--- src/rtl/stscan_pkg.sv ---
// Shared constants, token kinds and result entry type for the token scanner.
package stscan_pkg;

  // Width of the internal byte position and lexeme start counters.
  localparam int PosBits   = 16;
  // Width of the offset, length and line fields on the result stream.
  localparam int FieldBits = 16;
  localparam logic [FieldBits-1:0] FieldMax = '1;

  localparam int KindBits    = 5;
  localparam int OutDataBits = 56;
  localparam int InDataBits  = 8;

  // Token kinds.
  localparam logic [KindBits-1:0] KindLParen     = 5'd0;
  localparam logic [KindBits-1:0] KindRParen     = 5'd1;
  localparam logic [KindBits-1:0] KindLBrace     = 5'd2;
  localparam logic [KindBits-1:0] KindRBrace     = 5'd3;
  localparam logic [KindBits-1:0] KindComma      = 5'd4;
  localparam logic [KindBits-1:0] KindDot        = 5'd5;
  localparam logic [KindBits-1:0] KindMinus      = 5'd6;
  localparam logic [KindBits-1:0] KindPlus       = 5'd7;
  localparam logic [KindBits-1:0] KindSemicolon  = 5'd8;
  localparam logic [KindBits-1:0] KindStar       = 5'd9;
  localparam logic [KindBits-1:0] KindBang       = 5'd10;
  localparam logic [KindBits-1:0] KindEqual      = 5'd12;
  localparam logic [KindBits-1:0] KindLess       = 5'd14;
  localparam logic [KindBits-1:0] KindGreater    = 5'd16;
  localparam logic [KindBits-1:0] KindSlash      = 5'd18;
  localparam logic [KindBits-1:0] KindString     = 5'd19;
  localparam logic [KindBits-1:0] KindNumber     = 5'd20;
  localparam logic [KindBits-1:0] KindIdent      = 5'd21;
  localparam logic [KindBits-1:0] KindEnd        = 5'd22;
  localparam logic [KindBits-1:0] KindUnterm     = 5'd23;
  localparam logic [KindBits-1:0] KindUnexpected = 5'd24;

  typedef struct packed {
    logic [KindBits-1:0]  kind;
    logic [FieldBits-1:0] offset;
    logic [FieldBits-1:0] length;
    logic [FieldBits-1:0] line;
    logic                 last;
  } token_t;

  // Clamp a position-derived value (up to PosBits+1 bits) to the field width.
  function automatic logic [FieldBits-1:0] sat_field(input logic [PosBits:0] v);
    logic [32:0] w;
    w = 33'(v);
    if (w > 33'(FieldMax)) begin
      return FieldMax;
    end else begin
      return w[FieldBits-1:0];
    end
  endfunction

endpackage

--- src/rtl/source_token_scanner.sv ---
// Streaming lexical scanner: one source byte per transfer, tokens out.
// Output: a token enters the result queue with the transfer of the byte that completes
//   it; end of input flushes and adds the end token with that same transfer.
// Throughput: one byte per cycle while the 4-entry result queue holds at most one token;
//   a byte can give up to three tokens; the queue drains one per cycle when not stalled.
// Reset (rst_ni low, asynchronous): scanner idle, offset 0, line 1, result queue empty.
module source_token_scanner (
  input  logic                                 clk_i,
  input  logic                                 rst_ni,
  // Source byte stream.
  input  logic                                 s_axis_tvalid_i,
  output logic                                 s_axis_tready_o,
  input  logic [stscan_pkg::InDataBits-1:0]    s_axis_tdata_i,   // [7:0] char_code
  input  logic                                 s_axis_tlast_i,   // end_of_input
  // Token stream.
  output logic                                 m_axis_tvalid_o,
  input  logic                                 m_axis_tready_i,
  // [4:0] token_kind, [20:5] token_offset, [36:21] token_length,
  // [52:37] token_line, [55:53] zero
  output logic [stscan_pkg::OutDataBits-1:0]   m_axis_tdata_o,
  output logic                                 m_axis_tlast_o    // last_of_run
);

  localparam int PosBits = stscan_pkg::PosBits;
  localparam int LineBits = stscan_pkg::FieldBits;

  // Scan modes.
  localparam logic [3:0] ModeIdle    = 4'd0;
  localparam logic [3:0] ModeOper    = 4'd1;
  localparam logic [3:0] ModeSlash   = 4'd2;
  localparam logic [3:0] ModeComment = 4'd3;
  localparam logic [3:0] ModeString  = 4'd4;
  localparam logic [3:0] ModeInt     = 4'd5;
  localparam logic [3:0] ModeDot     = 4'd6;
  localparam logic [3:0] ModeFrac    = 4'd7;
  localparam logic [3:0] ModeIdent   = 4'd8;

  // Pending operator codes.
  localparam logic [2:0] OpNone    = 3'd0;
  localparam logic [2:0] OpBang    = 3'd1;
  localparam logic [2:0] OpEqual   = 3'd2;
  localparam logic [2:0] OpLess    = 3'd3;
  localparam logic [2:0] OpGreater = 3'd4;

  // Characters of interest.
  localparam logic [7:0] ChLParen  = 8'h28;
  localparam logic [7:0] ChRParen  = 8'h29;
  localparam logic [7:0] ChLBrace  = 8'h7b;
  localparam logic [7:0] ChRBrace  = 8'h7d;
  localparam logic [7:0] ChComma   = 8'h2c;
  localparam logic [7:0] ChDot     = 8'h2e;
  localparam logic [7:0] ChMinus   = 8'h2d;
  localparam logic [7:0] ChPlus    = 8'h2b;
  localparam logic [7:0] ChSemi    = 8'h3b;
  localparam logic [7:0] ChStar    = 8'h2a;
  localparam logic [7:0] ChBang    = 8'h21;
  localparam logic [7:0] ChEqual   = 8'h3d;
  localparam logic [7:0] ChLess    = 8'h3c;
  localparam logic [7:0] ChGreater = 8'h3e;
  localparam logic [7:0] ChSlash   = 8'h2f;
  localparam logic [7:0] ChSpace   = 8'h20;
  localparam logic [7:0] ChCr      = 8'h0d;
  localparam logic [7:0] ChTab     = 8'h09;
  localparam logic [7:0] ChNewline = 8'h0a;
  localparam logic [7:0] ChQuote   = 8'h22;
  localparam logic [7:0] ChZero    = 8'h30;
  localparam logic [7:0] ChNine    = 8'h39;
  localparam logic [7:0] ChLowA    = 8'h61;
  localparam logic [7:0] ChLowZ    = 8'h7a;
  localparam logic [7:0] ChUpA     = 8'h41;
  localparam logic [7:0] ChUpZ     = 8'h5a;
  localparam logic [7:0] ChUnder   = 8'h5f;

  // Result queue geometry.
  localparam int Depth   = 4;
  localparam int PtrBits = $clog2(Depth);
  localparam int CntBits = $clog2(Depth + 1);

  function automatic logic is_digit(input logic [7:0] ch);
    return (ch >= ChZero) && (ch <= ChNine);
  endfunction

  function automatic logic is_alpha(input logic [7:0] ch);
    return ((ch >= ChLowA) && (ch <= ChLowZ)) || ((ch >= ChUpA) && (ch <= ChUpZ)) ||
           (ch == ChUnder);
  endfunction

  // end - begin, or zero when end is not past begin.
  function automatic logic [PosBits:0] span(input logic [PosBits:0]   end_v,
                                            input logic [PosBits-1:0] begin_v);
    logic [PosBits:0] b;
    b = {1'b0, begin_v};
    return (end_v > b) ? (end_v - b) : '0;
  endfunction

  // ---------------------------------------------------------------------------
  // Scanner state
  // ---------------------------------------------------------------------------
  logic [3:0]          mode_q, mode_d;
  logic [2:0]          pend_q, pend_d;
  logic [PosBits-1:0]  start_q, start_d;
  logic [PosBits-1:0]  pos_q, pos_d;
  logic [LineBits-1:0] line_q, line_d;

  logic [7:0] ch;
  logic       eoi;
  logic       in_xfer;

  assign ch      = s_axis_tdata_i;
  assign eoi     = s_axis_tlast_i;
  assign in_xfer = s_axis_tvalid_i && s_axis_tready_o;

  // Up to three candidate tokens per byte: flushed token, trailing dot of a
  // number that ended on a dot, and the token this byte makes by itself.
  logic [2:0]                           tok_v;
  logic [stscan_pkg::KindBits-1:0]      tok_kind [3];
  logic [PosBits-1:0]                   tok_off  [3];
  logic [PosBits:0]                     tok_len  [3];

  logic [PosBits:0]                     pos_p1;
  logic [PosBits-1:0]                   dot_pos;
  logic [LineBits-1:0]                  line_inc;
  logic [stscan_pkg::KindBits-1:0]      oper_base;
  logic                                 flush_v0, flush_v1;
  logic [stscan_pkg::KindBits-1:0]      flush_kind;
  logic                                 do_flush, do_start;

  assign pos_p1   = {1'b0, pos_q} + 1'b1;
  assign dot_pos  = (pos_q > start_q) ? (pos_q - 1'b1) : start_q;
  assign line_inc = (line_q != '1) ? (line_q + 1'b1) : line_q;

  always_comb begin
    unique case (pend_q)
      OpEqual:   oper_base = stscan_pkg::KindEqual;
      OpLess:    oper_base = stscan_pkg::KindLess;
      OpGreater: oper_base = stscan_pkg::KindGreater;
      default:   oper_base = stscan_pkg::KindBang;
    endcase
  end

  // What the token in progress gives when something ends it.
  always_comb begin
    flush_v0   = 1'b1;
    flush_v1   = 1'b0;
    flush_kind = stscan_pkg::KindNumber;
    unique case (mode_q) inside
      ModeOper:            flush_kind = oper_base;
      ModeSlash:           flush_kind = stscan_pkg::KindSlash;
      ModeInt, ModeFrac:   flush_kind = stscan_pkg::KindNumber;
      ModeIdent:           flush_kind = stscan_pkg::KindIdent;
      ModeDot:             flush_v1   = 1'b1;
      default:             flush_v0   = 1'b0;
    endcase
  end

  always_comb begin
    mode_d   = mode_q;
    pend_d   = pend_q;
    start_d  = start_q;
    pos_d    = pos_q;
    line_d   = line_q;
    do_flush = 1'b0;
    do_start = 1'b0;
    tok_v    = '0;
    for (int i = 0; i < 3; i++) begin
      tok_kind[i] = stscan_pkg::KindEnd;
      tok_off[i]  = pos_q;
      tok_len[i]  = '0;
    end

    // Flushed token, in slots 0 and 1.
    tok_kind[0] = flush_kind;
    tok_off[0]  = start_q;
    tok_len[0]  = (mode_q == ModeDot) ? span({1'b0, dot_pos}, start_q)
                                      : span({1'b0, pos_q}, start_q);
    tok_kind[1] = stscan_pkg::KindDot;
    tok_off[1]  = dot_pos;
    tok_len[1]  = (PosBits+1)'(1);

    if (eoi) begin
      if (mode_q == ModeString) begin
        tok_v[0]    = 1'b1;
        tok_kind[0] = stscan_pkg::KindUnterm;
      end else begin
        tok_v[0] = flush_v0;
        tok_v[1] = flush_v1;
      end
      tok_v[2]    = 1'b1;
      tok_kind[2] = stscan_pkg::KindEnd;
      tok_off[2]  = pos_q;
      tok_len[2]  = '0;
      // Back to the reset state for the next source.
      mode_d  = ModeIdle;
      pend_d  = OpNone;
      start_d = '0;
      pos_d   = '0;
      line_d  = LineBits'(1);
    end else begin
      unique case (mode_q)
        ModeOper: begin
          if (ch == ChEqual) begin
            tok_v[2]    = 1'b1;
            tok_kind[2] = oper_base + 1'b1;
            tok_off[2]  = start_q;
            tok_len[2]  = span(pos_p1, start_q);
            mode_d      = ModeIdle;
            pend_d      = OpNone;
          end else begin
            do_flush = 1'b1;
            do_start = 1'b1;
          end
        end
        ModeSlash: begin
          if (ch == ChSlash) begin
            mode_d = ModeComment;
          end else begin
            do_flush = 1'b1;
            do_start = 1'b1;
          end
        end
        ModeComment: begin
          do_start = (ch == ChNewline);
        end
        ModeString: begin
          if (ch == ChQuote) begin
            tok_v[2]    = 1'b1;
            tok_kind[2] = stscan_pkg::KindString;
            tok_off[2]  = start_q;
            tok_len[2]  = span(pos_p1, start_q);
            mode_d      = ModeIdle;
          end else if (ch == ChNewline) begin
            line_d = line_inc;
          end
        end
        ModeInt: begin
          if (ch == ChDot) begin
            mode_d = ModeDot;
          end else if (!is_digit(ch)) begin
            do_flush = 1'b1;
            do_start = 1'b1;
          end
        end
        ModeDot: begin
          if (is_digit(ch)) begin
            mode_d = ModeFrac;
          end else begin
            do_flush = 1'b1;
            do_start = 1'b1;
          end
        end
        ModeFrac: begin
          if (!is_digit(ch)) begin
            do_flush = 1'b1;
            do_start = 1'b1;
          end
        end
        ModeIdent: begin
          if (!(is_alpha(ch) || is_digit(ch))) begin
            do_flush = 1'b1;
            do_start = 1'b1;
          end
        end
        default: begin
          do_start = 1'b1;
        end
      endcase

      if (do_flush) begin
        tok_v[0] = flush_v0;
        tok_v[1] = flush_v1;
      end

      // A byte arriving between tokens.
      if (do_start) begin
        start_d     = pos_q;
        mode_d      = ModeIdle;
        pend_d      = OpNone;
        tok_off[2]  = pos_q;
        tok_len[2]  = (PosBits+1)'(1);
        unique case (ch) inside
          ChLParen:  begin tok_v[2] = 1'b1; tok_kind[2] = stscan_pkg::KindLParen;    end
          ChRParen:  begin tok_v[2] = 1'b1; tok_kind[2] = stscan_pkg::KindRParen;    end
          ChLBrace:  begin tok_v[2] = 1'b1; tok_kind[2] = stscan_pkg::KindLBrace;    end
          ChRBrace:  begin tok_v[2] = 1'b1; tok_kind[2] = stscan_pkg::KindRBrace;    end
          ChComma:   begin tok_v[2] = 1'b1; tok_kind[2] = stscan_pkg::KindComma;     end
          ChDot:     begin tok_v[2] = 1'b1; tok_kind[2] = stscan_pkg::KindDot;       end
          ChMinus:   begin tok_v[2] = 1'b1; tok_kind[2] = stscan_pkg::KindMinus;     end
          ChPlus:    begin tok_v[2] = 1'b1; tok_kind[2] = stscan_pkg::KindPlus;      end
          ChSemi:    begin tok_v[2] = 1'b1; tok_kind[2] = stscan_pkg::KindSemicolon; end
          ChStar:    begin tok_v[2] = 1'b1; tok_kind[2] = stscan_pkg::KindStar;      end
          ChBang:    begin mode_d = ModeOper; pend_d = OpBang;    end
          ChEqual:   begin mode_d = ModeOper; pend_d = OpEqual;   end
          ChLess:    begin mode_d = ModeOper; pend_d = OpLess;    end
          ChGreater: begin mode_d = ModeOper; pend_d = OpGreater; end
          ChSlash:   mode_d = ModeSlash;
          ChSpace, ChCr, ChTab: ;
          ChNewline: line_d = line_inc;
          ChQuote:   mode_d = ModeString;
          default: begin
            if (is_digit(ch)) begin
              mode_d = ModeInt;
            end else if (is_alpha(ch)) begin
              mode_d = ModeIdent;
            end else begin
              tok_v[2]    = 1'b1;
              tok_kind[2] = stscan_pkg::KindUnexpected;
            end
          end
        endcase
      end

      // Position stops at its maximum.
      pos_d = (pos_q != '1) ? pos_p1[PosBits-1:0] : pos_q;
    end
  end

  always_ff @(posedge clk_i or negedge rst_ni) begin
    if (!rst_ni) begin
      mode_q  <= ModeIdle;
      pend_q  <= OpNone;
      start_q <= '0;
      pos_q   <= '0;
      line_q  <= LineBits'(1);
    end else if (in_xfer) begin
      mode_q  <= mode_d;
      pend_q  <= pend_d;
      start_q <= start_d;
      pos_q   <= pos_d;
      line_q  <= line_d;
    end
  end

  // ---------------------------------------------------------------------------
  // Result queue: the valid candidates are written in order, one transfer
  // per cycle leaves at the head while the receiver is ready.
  // ---------------------------------------------------------------------------
  stscan_pkg::token_t entry [3];
  stscan_pkg::token_t fifo_q [Depth];

  logic [PtrBits-1:0] wr_ptr_q, rd_ptr_q;
  logic [CntBits-1:0] count_q, count_d;
  logic [1:0]         push_n;
  logic               pop;

  always_comb begin
    for (int i = 0; i < 3; i++) begin
      entry[i].kind   = tok_kind[i];
      entry[i].offset = stscan_pkg::sat_field({1'b0, tok_off[i]});
      entry[i].length = stscan_pkg::sat_field(tok_len[i]);
      entry[i].line   = line_q;
    end
    entry[0].last = tok_v[0] && !tok_v[1] && !tok_v[2];
    entry[1].last = tok_v[1] && !tok_v[2];
    entry[2].last = tok_v[2];
  end

  assign push_n  = in_xfer ? (2'(tok_v[0]) + 2'(tok_v[1]) + 2'(tok_v[2])) : 2'd0;
  assign pop     = m_axis_tvalid_o && m_axis_tready_i;
  assign count_d = count_q + CntBits'(push_n) - CntBits'(pop);

  // Room for a full three-token burst is guaranteed before a byte is taken.
  assign s_axis_tready_o = (count_q < CntBits'(Depth - 2));

  always_ff @(posedge clk_i) begin
    if (in_xfer) begin
      if (tok_v[0]) begin
        fifo_q[wr_ptr_q] <= entry[0];
      end
      if (tok_v[1]) begin
        fifo_q[wr_ptr_q + PtrBits'(tok_v[0])] <= entry[1];
      end
      if (tok_v[2]) begin
        fifo_q[wr_ptr_q + PtrBits'(tok_v[0]) + PtrBits'(tok_v[1])] <= entry[2];
      end
    end
  end

  always_ff @(posedge clk_i or negedge rst_ni) begin
    if (!rst_ni) begin
      wr_ptr_q <= '0;
      rd_ptr_q <= '0;
      count_q  <= '0;
    end else begin
      wr_ptr_q <= wr_ptr_q + PtrBits'(push_n);
      rd_ptr_q <= rd_ptr_q + PtrBits'(pop);
      count_q  <= count_d;
    end
  end

  assign m_axis_tvalid_o = (count_q != '0);
  assign m_axis_tdata_o  = {3'b000,
                            fifo_q[rd_ptr_q].line,
                            fifo_q[rd_ptr_q].length,
                            fifo_q[rd_ptr_q].offset,
                            fifo_q[rd_ptr_q].kind};
  assign m_axis_tlast_o  = fifo_q[rd_ptr_q].last;

endmodule

--- config.mk ---
export PLATFORM = sky130hd
export DESIGN_NAME = source_token_scanner
export DESIGN_NICKNAME = d
export VERILOG_FILES = /design/src/rtl/stscan_pkg.sv /design/src/rtl/source_token_scanner.sv
export SDC_FILE = /design/constraint.sdc
export NUM_CORES = 1
export LEC_CHECK = 0
export ABC_AREA = 1
export BUFFER_PORTS_ARGS = -buffer_cell sky130_fd_sc_hd__buf_2
export CAP_MARGIN = 0
export CORE_ASPECT_RATIO = 1.75
export CORE_UTILIZATION = 55
export DETAILED_ROUTE_END_ITERATION = 8
export GPL_ROUTABILITY_DRIVEN = 0
export GPL_TIMING_DRIVEN = 0
export PLACE_DENSITY = 0.72
export SYNTH_ARGS = -nofsm -noshare
export SYNTH_HDL_FRONTEND = slang
export SYNTH_SLANG_ARGS = --single-unit
--- constraint.sdc ---
create_clock -name clk_i -period 6.1 [get_ports clk_i]
set_input_delay 0.61 -clock clk_i [delete_from_list [all_inputs] [get_ports clk_i]]
set_output_delay 0.61 -clock clk_i [all_outputs]
set_load 0.02 [all_outputs]
==> results of run 1 <==
## cells by family after synthesis
family,share of synthesized area (%)
compound gates,12.64
buf+inv,7.554
simple gates,32.28
other cells,0.01904
flops,40.82
xor+xnor,2.491
fa+ha+maj,4.193
## metrics by stage
stage          area, um2  std cells  TNS, ps
4_1_cts            21580       3309        0
6_report           21660       3316        0
3_5_place_dp       20770       3265        0
5_1_grt            21660       3316        0
2_1_floorplan      19700       2728        0
3_3_place_gp       20620       3261  -223220
## flip-flops by register name, indices dropped and copies added (netlist names)
register  cells
fifo_q      216
count_q       3
rd_ptr_q      2
mode_q        4
pend_q        3
start_q      16
pos_q        16
line_q       16
wr_ptr_q      2
## cells in the final DEF (no fill, tap or decap), types with 5 or more instances in the layout
cell	Yosys	routed
nand2_1	977	976
nor2_1	282	282
edfxtp_1	216	216
o21ai_0	216	215
inv_1	216	214
nand3_1	171	165
buf_2	30	97
o22ai_1	83	83
a21oi_1	78	78
clkbuf_1	68	71
dfrtp_1	61	61
ha_1	58	58
xor2_1	44	44
clkbuf_16	0	25
nor3_1	21	20
o211ai_1	19	19
o21ai_1	17	18
o221ai_1	18	18
inv_2	16	16
nand4_1	15	15
buf_4	5	13
xnor2_1	12	12
buf_6	11	11
clkinv_1	8	9
nand3_2	7	9
nand2_2	6	7
or2_2	7	7
nor3_2	5	6
nor2_2	5	5
nand3_4	1	5
nand3b_1	5	5
fa_1	5	5
## final cells by class
type | instances | share of cell area, %
Multi-Input combinational cell | 2091 | 47.27
Clock inverter | 10 | 0.5313
Inverter | 240 | 4.193
Tap cell | 465 | 2.686
Clock buffer | 34 | 3.228
Buffer | 119 | 2.720
Sequential cell | 278 | 37.11
Timing Repair Buffer | 79 | 2.264
## per-layer routing
metal	part of all wire, %	global-route usage, %	vias up	wire length, um
met2	47	70.04	1311	35750
met4	12	45.02	0	9252
met3	9.4	9.458	472	7164
met5	0	0	-	0
met1	32	41.69	9086	24030
li1	-	-	9249	-
## final timing paths
kind / cells after the start / to / slack (ps) / from
max: 27 / fifo_q[2][22] / 350 / start_q[12]
min: 1 / line_q[15] / 180 / rst_ni
max reg2reg: 27 / fifo_q[2][22] / 350 / start_q[12]
min reg2reg: 1 / count_q[2] / 480 / count_q[2]
max in group asynchronous: 1 / start_q[12] / 5280 / rst_ni
min in group clk_i: 1 / count_q[2] / 480 / count_q[2]
## Yosys cell counts (all sizes together)
cell	number	share of area [%]
inv	232	4.4
clkinv	8	0.15
clkbuf	69	1.3
buf	50	1.7
nor2	294	6.1
nand3	179	4.8
a31oi	2	0.14
ha	58	3.7
o22ai	83	2.6
and3	4	0.13
a32oi	1	0.044
o2111ai	1	0.044
dfrtp	61	7.8
o31ai	2	0.076
nand3b	5	0.19
o21bai	4	0.15
a211oi	1	0.038
o221ai	18	0.80
a21boi	1	0.038
or2	9	0.29
edfxtp	216	33
nor3b	1	0.038
o211ai	19	0.72
nor4	2	0.064
xnor2	12	0.53
nor3	30	1.1
dfstp	1	0.13
fa	5	0.51
o21a	1	0.038
conb	1	0.019
nand2	985	19
o21ai	233	5.9
nand4	16	0.58
a21oi	78	2.0
xor2	44	2.0
## what timing repair did
item / in CTS / in global routing
resized for setup: 0 / 11
setup endpoints to repair: 0 / 64
buffers inserted: 0 / 7
## worst reg2reg max path, delay by kind of cell, from the launching register on
kind / cells / cell delay [ps]
AND/OR/NAND/NOR: 16 / 2210
AO/OA/AOI/OAI: 3 / 690
adder cells (fa/ha/maj): 2 / 830
buffers and inverters: 6 / 1260
flip-flops: 1 / 520
==> impl_results.md, run 1 <==
- CTS tree: yes
- Fin Clk Skew: 20.29 ps
- Routed Antenna Nets: 0
- Routed vias/inst: 6.067
- Worst path max stage delay: 520 ps
- Sink Count: 278
- WL/cell: 22.98 um
- Synth cell types: 55
- Min cycle time layout: 5753 ps
- Critical Path Fanout Max: 10
- # diodes: 0
- Hold slack: 177.8 ps
- Antenna violations before repair: 0
- Vias: 20,120
- Buf/Inv on CP: 6
- Sequential fraction of the synthesis area: 40.82%
- Final core occ: 61.38%
- HP Class: in2async
- Post-Syn Area per Cell: 7.224 um2
- RSZ-0062 raised after global routing: no
- GRT overflow: 0
- Initial Util: 55.79%
- Full die area: 0.03660 mm2
- Worst EP required: 6410 ps
- Vias in the first global route: 19,570
- I/O pin cnt: 72
- Slew headroom: -5.413%
- Num CTS Buffers: 24
- Reg clk slew, reported paths: 70 ps
- Worst-case clock buffer depth: 3
- Place WS: 189.8 ps
- Die Y: 252.3 um
- Drt first-iter violations: 2,466
- Final setup viols: 0
- Critical path class: reg2reg
- Footprint of the multi-input gates: 0.01024 mm2
- Hold-fix buffers, CTS: 0
- WP data arrival: 6070 ps
- FF/Latch Area: 0.008039 mm2
- Largest net degree at the start of global routing: 63
- Clock Latency Late Sink: 560 ps
- Final WS setup: 346.5 ps
- Final nets: 2,909
- FILL cells: 3,252
- Core Area: 0.03530 mm2
- Critical path's slowest cell: dfrtp_1
- GRT Total Usage: 42.00%
- YS warnings: 0
- Cell row count: 91
- Clk root buf: clkbuf_16
- Top cell by count, worst path: nand2_1
- Final WL: 76,200 um
- Least-Margin Pin Slew: 1565 ps
- CP top delay family: simple AND/OR/NAND/NOR gates
- Crit start category: flip-flop
- MaxCap Viol Count: 1
- Layout area overhead: 10.01%
- DRT Pass-1 Iters: 8
- Gate Count Post-Synth: 2,726
- Slew Limit Fails: 2
- Failing checks: max-capacitance violations, max-slew violations
- Post-DP HPWL: 56,680 um
- Remaining DRCs: 0
- Synth Cell Area: 0.01969 mm2
- Final hold viol count: 0
- Share of layout cells above drive strength 1: 8.383%
- I/O Buffers: 68
- Fin crit share: 94.32%
- First-pass GRT wire length: 113,900 um
- Worst setup EP type: flip-flop
- Synth Register Bits: 278
- Width of the chip: 145.0 um
- Htree depth: 1
- Status: complete, but fails checks
- Fmax: 0.1738 GHz
Power of run 1 is left out: the tool's default activity adds up to more than one toggle a clock period on the data nets, which glitch-free logic cannot reach.
==> run 2: changes to the inputs <==
--- a/config.mk
+++ b/config.mk
@@ -8,12 +8,14 @@
 export ABC_AREA = 1
 export BUFFER_PORTS_ARGS = -buffer_cell sky130_fd_sc_hd__buf_2
 export CAP_MARGIN = 0
+export CELL_PAD_IN_SITES_DETAIL_PLACEMENT = 1
+export CELL_PAD_IN_SITES_GLOBAL_PLACEMENT = 2
 export CORE_ASPECT_RATIO = 1.75
-export CORE_UTILIZATION = 55
+export CORE_UTILIZATION = 37
 export DETAILED_ROUTE_END_ITERATION = 8
 export GPL_ROUTABILITY_DRIVEN = 0
 export GPL_TIMING_DRIVEN = 0
-export PLACE_DENSITY = 0.72
+export PLACE_DENSITY_LB_ADDON = 0.1
 export SYNTH_ARGS = -nofsm -noshare
 export SYNTH_HDL_FRONTEND = slang
 export SYNTH_SLANG_ARGS = --single-unit
==> impl_results.md, run 2 (synthesis gave the netlist of run 1 again) <==
- Status: completed (was complete, but fails checks)
- Routed Antenna Nets: 0 (unchanged)
- I/O pin cnt: 72 (unchanged)
- Critical path's slowest cell: dfrtp_2 (was dfrtp_1)
- Most common cell after layout, fill and taps aside: nand2_1 (unchanged)
- Fmax: 0.1736 GHz (was 0.1738 GHz)
- Final nets: 2,924 (was 2,909)
- Sink Count: 278 (unchanged)
- # diodes: 0 (unchanged)
- Reg clk slew, reported paths: 70 ps (about the same)
- Place WS: -564.7 ps (was 189.8 ps)
- Crit start category: flip-flop (unchanged)
- MaxCap Viol Count: 0 (was 1)
- Fin crit share: 94.44% (was 94.32%)
- I/O Buffers: 68 (unchanged)
- CP top delay family: simple AND/OR/NAND/NOR gates (unchanged)
- Worst EP required: 6420 ps (was 6410 ps)
- Largest register by flop count: fifo_q (unchanged)
- Cell row count: 111 (was 91)
- Antenna violations before repair: 1 (was 0)
- WP data arrival: 6080 ps (was 6070 ps)
- Routed vias/inst: 5.565 (was 6.067)
- Largest net degree at the start of global routing: 46 (was 63)
- Least-Margin Pin Slew: 1105 ps (was 1565 ps)
- HP Class: in2async (unchanged)
- Width of the chip: 176.4 um (was 145.0 um)
- Vias: 19,750 (was 20,120)
- DRT Pass-1 Iters: 5 (was 8)
- Full die area: 0.05419 mm2 (was 0.03660 mm2)
- Drt first-iter violations: 1,223 (was 2,466)
- Worst setup EP type: flip-flop (unchanged)
- Clk root buf: clkbuf_16 (unchanged)
- WL/cell: 24.96 um (was 22.98 um)
- Most frequent cells in the layout: nand2_1, nor2_1, edfxtp_1 (unchanged)
- Final hold viol count: 0 (unchanged)
- Final WS setup: 339.1 ps (was 346.5 ps)
- Number of flip-flops in the largest register: 216 (unchanged)
- CTS tree: yes (unchanged)
- Buf/Inv on CP: 6 (unchanged)
- FILL cells: 6,688 (was 3,252)
- GRT Total Usage: 32.95% (was 42.00%)
- Die Y: 307.2 um (was 252.3 um)
- Critical Path Fanout Max: 10 (unchanged)
- Critical path class: reg2reg (unchanged)
- GRT overflow: 0 (unchanged)
- Slew Limit Fails: 0 (was 2)
- Worst path max stage delay: 490 ps (was 520 ps)
- Num CTS Buffers: 28 (was 24)
- Post-DP HPWL: 69,700 um (was 56,680 um)
- Min cycle time layout: 5761 ps (was 5753 ps)
- First-pass GRT wire length: 130,800 um (was 113,900 um)
- Slew headroom: 26.33% (was -5.413%)
- Top cell by count, worst path: nand2_1 (unchanged)
- Initial Util: 37.51% (was 55.79%)
- Fin Clk Skew: 23.34 ps (was 20.29 ps)
- Core Area: 0.05250 mm2 (was 0.03530 mm2)
- Remaining DRCs: 0 (unchanged)
- Layout area overhead: 13.36% (was 10.01%)
- Share of layout cells above drive strength 1: 9.756% (was 8.383%)
- Clock Latency Late Sink: 580 ps (was 560 ps)
- Final setup viols: 0 (unchanged)
- Htree depth: 1 (unchanged)
- Vias in the first global route: 20,880 (was 19,570)
- Final core occ: 42.52% (was 61.38%)
- Final WL: 88,570 um (was 76,200 um)
- Worst-case clock buffer depth: 3 (unchanged)
-- run 2: timing repair --
action / 4_1_cts / 5_1_grt
gates resized for setup: 8 / 24
hold endpoints to repair: 19 / 0
pin swaps: 0 / 1
hold buffers: 1 / 0
setup endpoints to repair: 64 / 64
buffers inserted: 0 / 17
-- run 2: final timing paths --
kind / end / slack, ps / cells past startpoint / from
min reg2reg: count_q[2] / 480 / 1 / count_q[2]
min: count_q[0] / 480 / 2 / rst_ni
max in group asynchronous: start_q[1] / 5030 / 3 / rst_ni
min in group clk_i: count_q[2] / 480 / 1 / count_q[2]
max: fifo_q[3][30] / 340 / 25 / start_q[12]
max reg2reg: fifo_q[3][30] / 340 / 25 / start_q[12]
-- run 2: metrics by stage --
stage          instances  hold slack [ps]  cell area, um2  setup TNS, ps
2_1_floorplan       2728            314.4           19700              0
3_3_place_gp        3474            459.0           20890        -357740
3_5_place_dp        3479            472.1           21070         -23640
4_1_cts             3532            481.0           22120              0
5_1_grt             3548            498.3           22320         -91.94
6_report            3548            478.2           22320              0
-- run 2: per-layer routing --
| metal | GRT usage (%) | part of all wire, % |
|---|---|---|
| met5 | 0 | 0 |
| met1 | 32.42 | 35 |
| met4 | 25.12 | 8.5 |
| met2 | 62.52 | 53 |
| met3 | 3.123 | 3.5 |
-- run 2: cell type report --
| type | count | area [um2] | share of cell area, % |
|---|---|---|---|
| multi-input combinational | 2091 | 10290 | 46.09 |
| sequential | 278 | 8040 | 36.02 |
| inverter | 240 | 942.2 | 4.221 |
| tap | 678 | 848.3 | 3.800 |
| clock buffer | 37 | 807.0 | 3.615 |
| timing repair buffer | 91 | 610.6 | 2.735 |
| buffer | 118 | 584.3 | 2.618 |
| clock inverter | 15 | 201.4 | 0.9024 |
Power of run 2 is left out for the same reason.
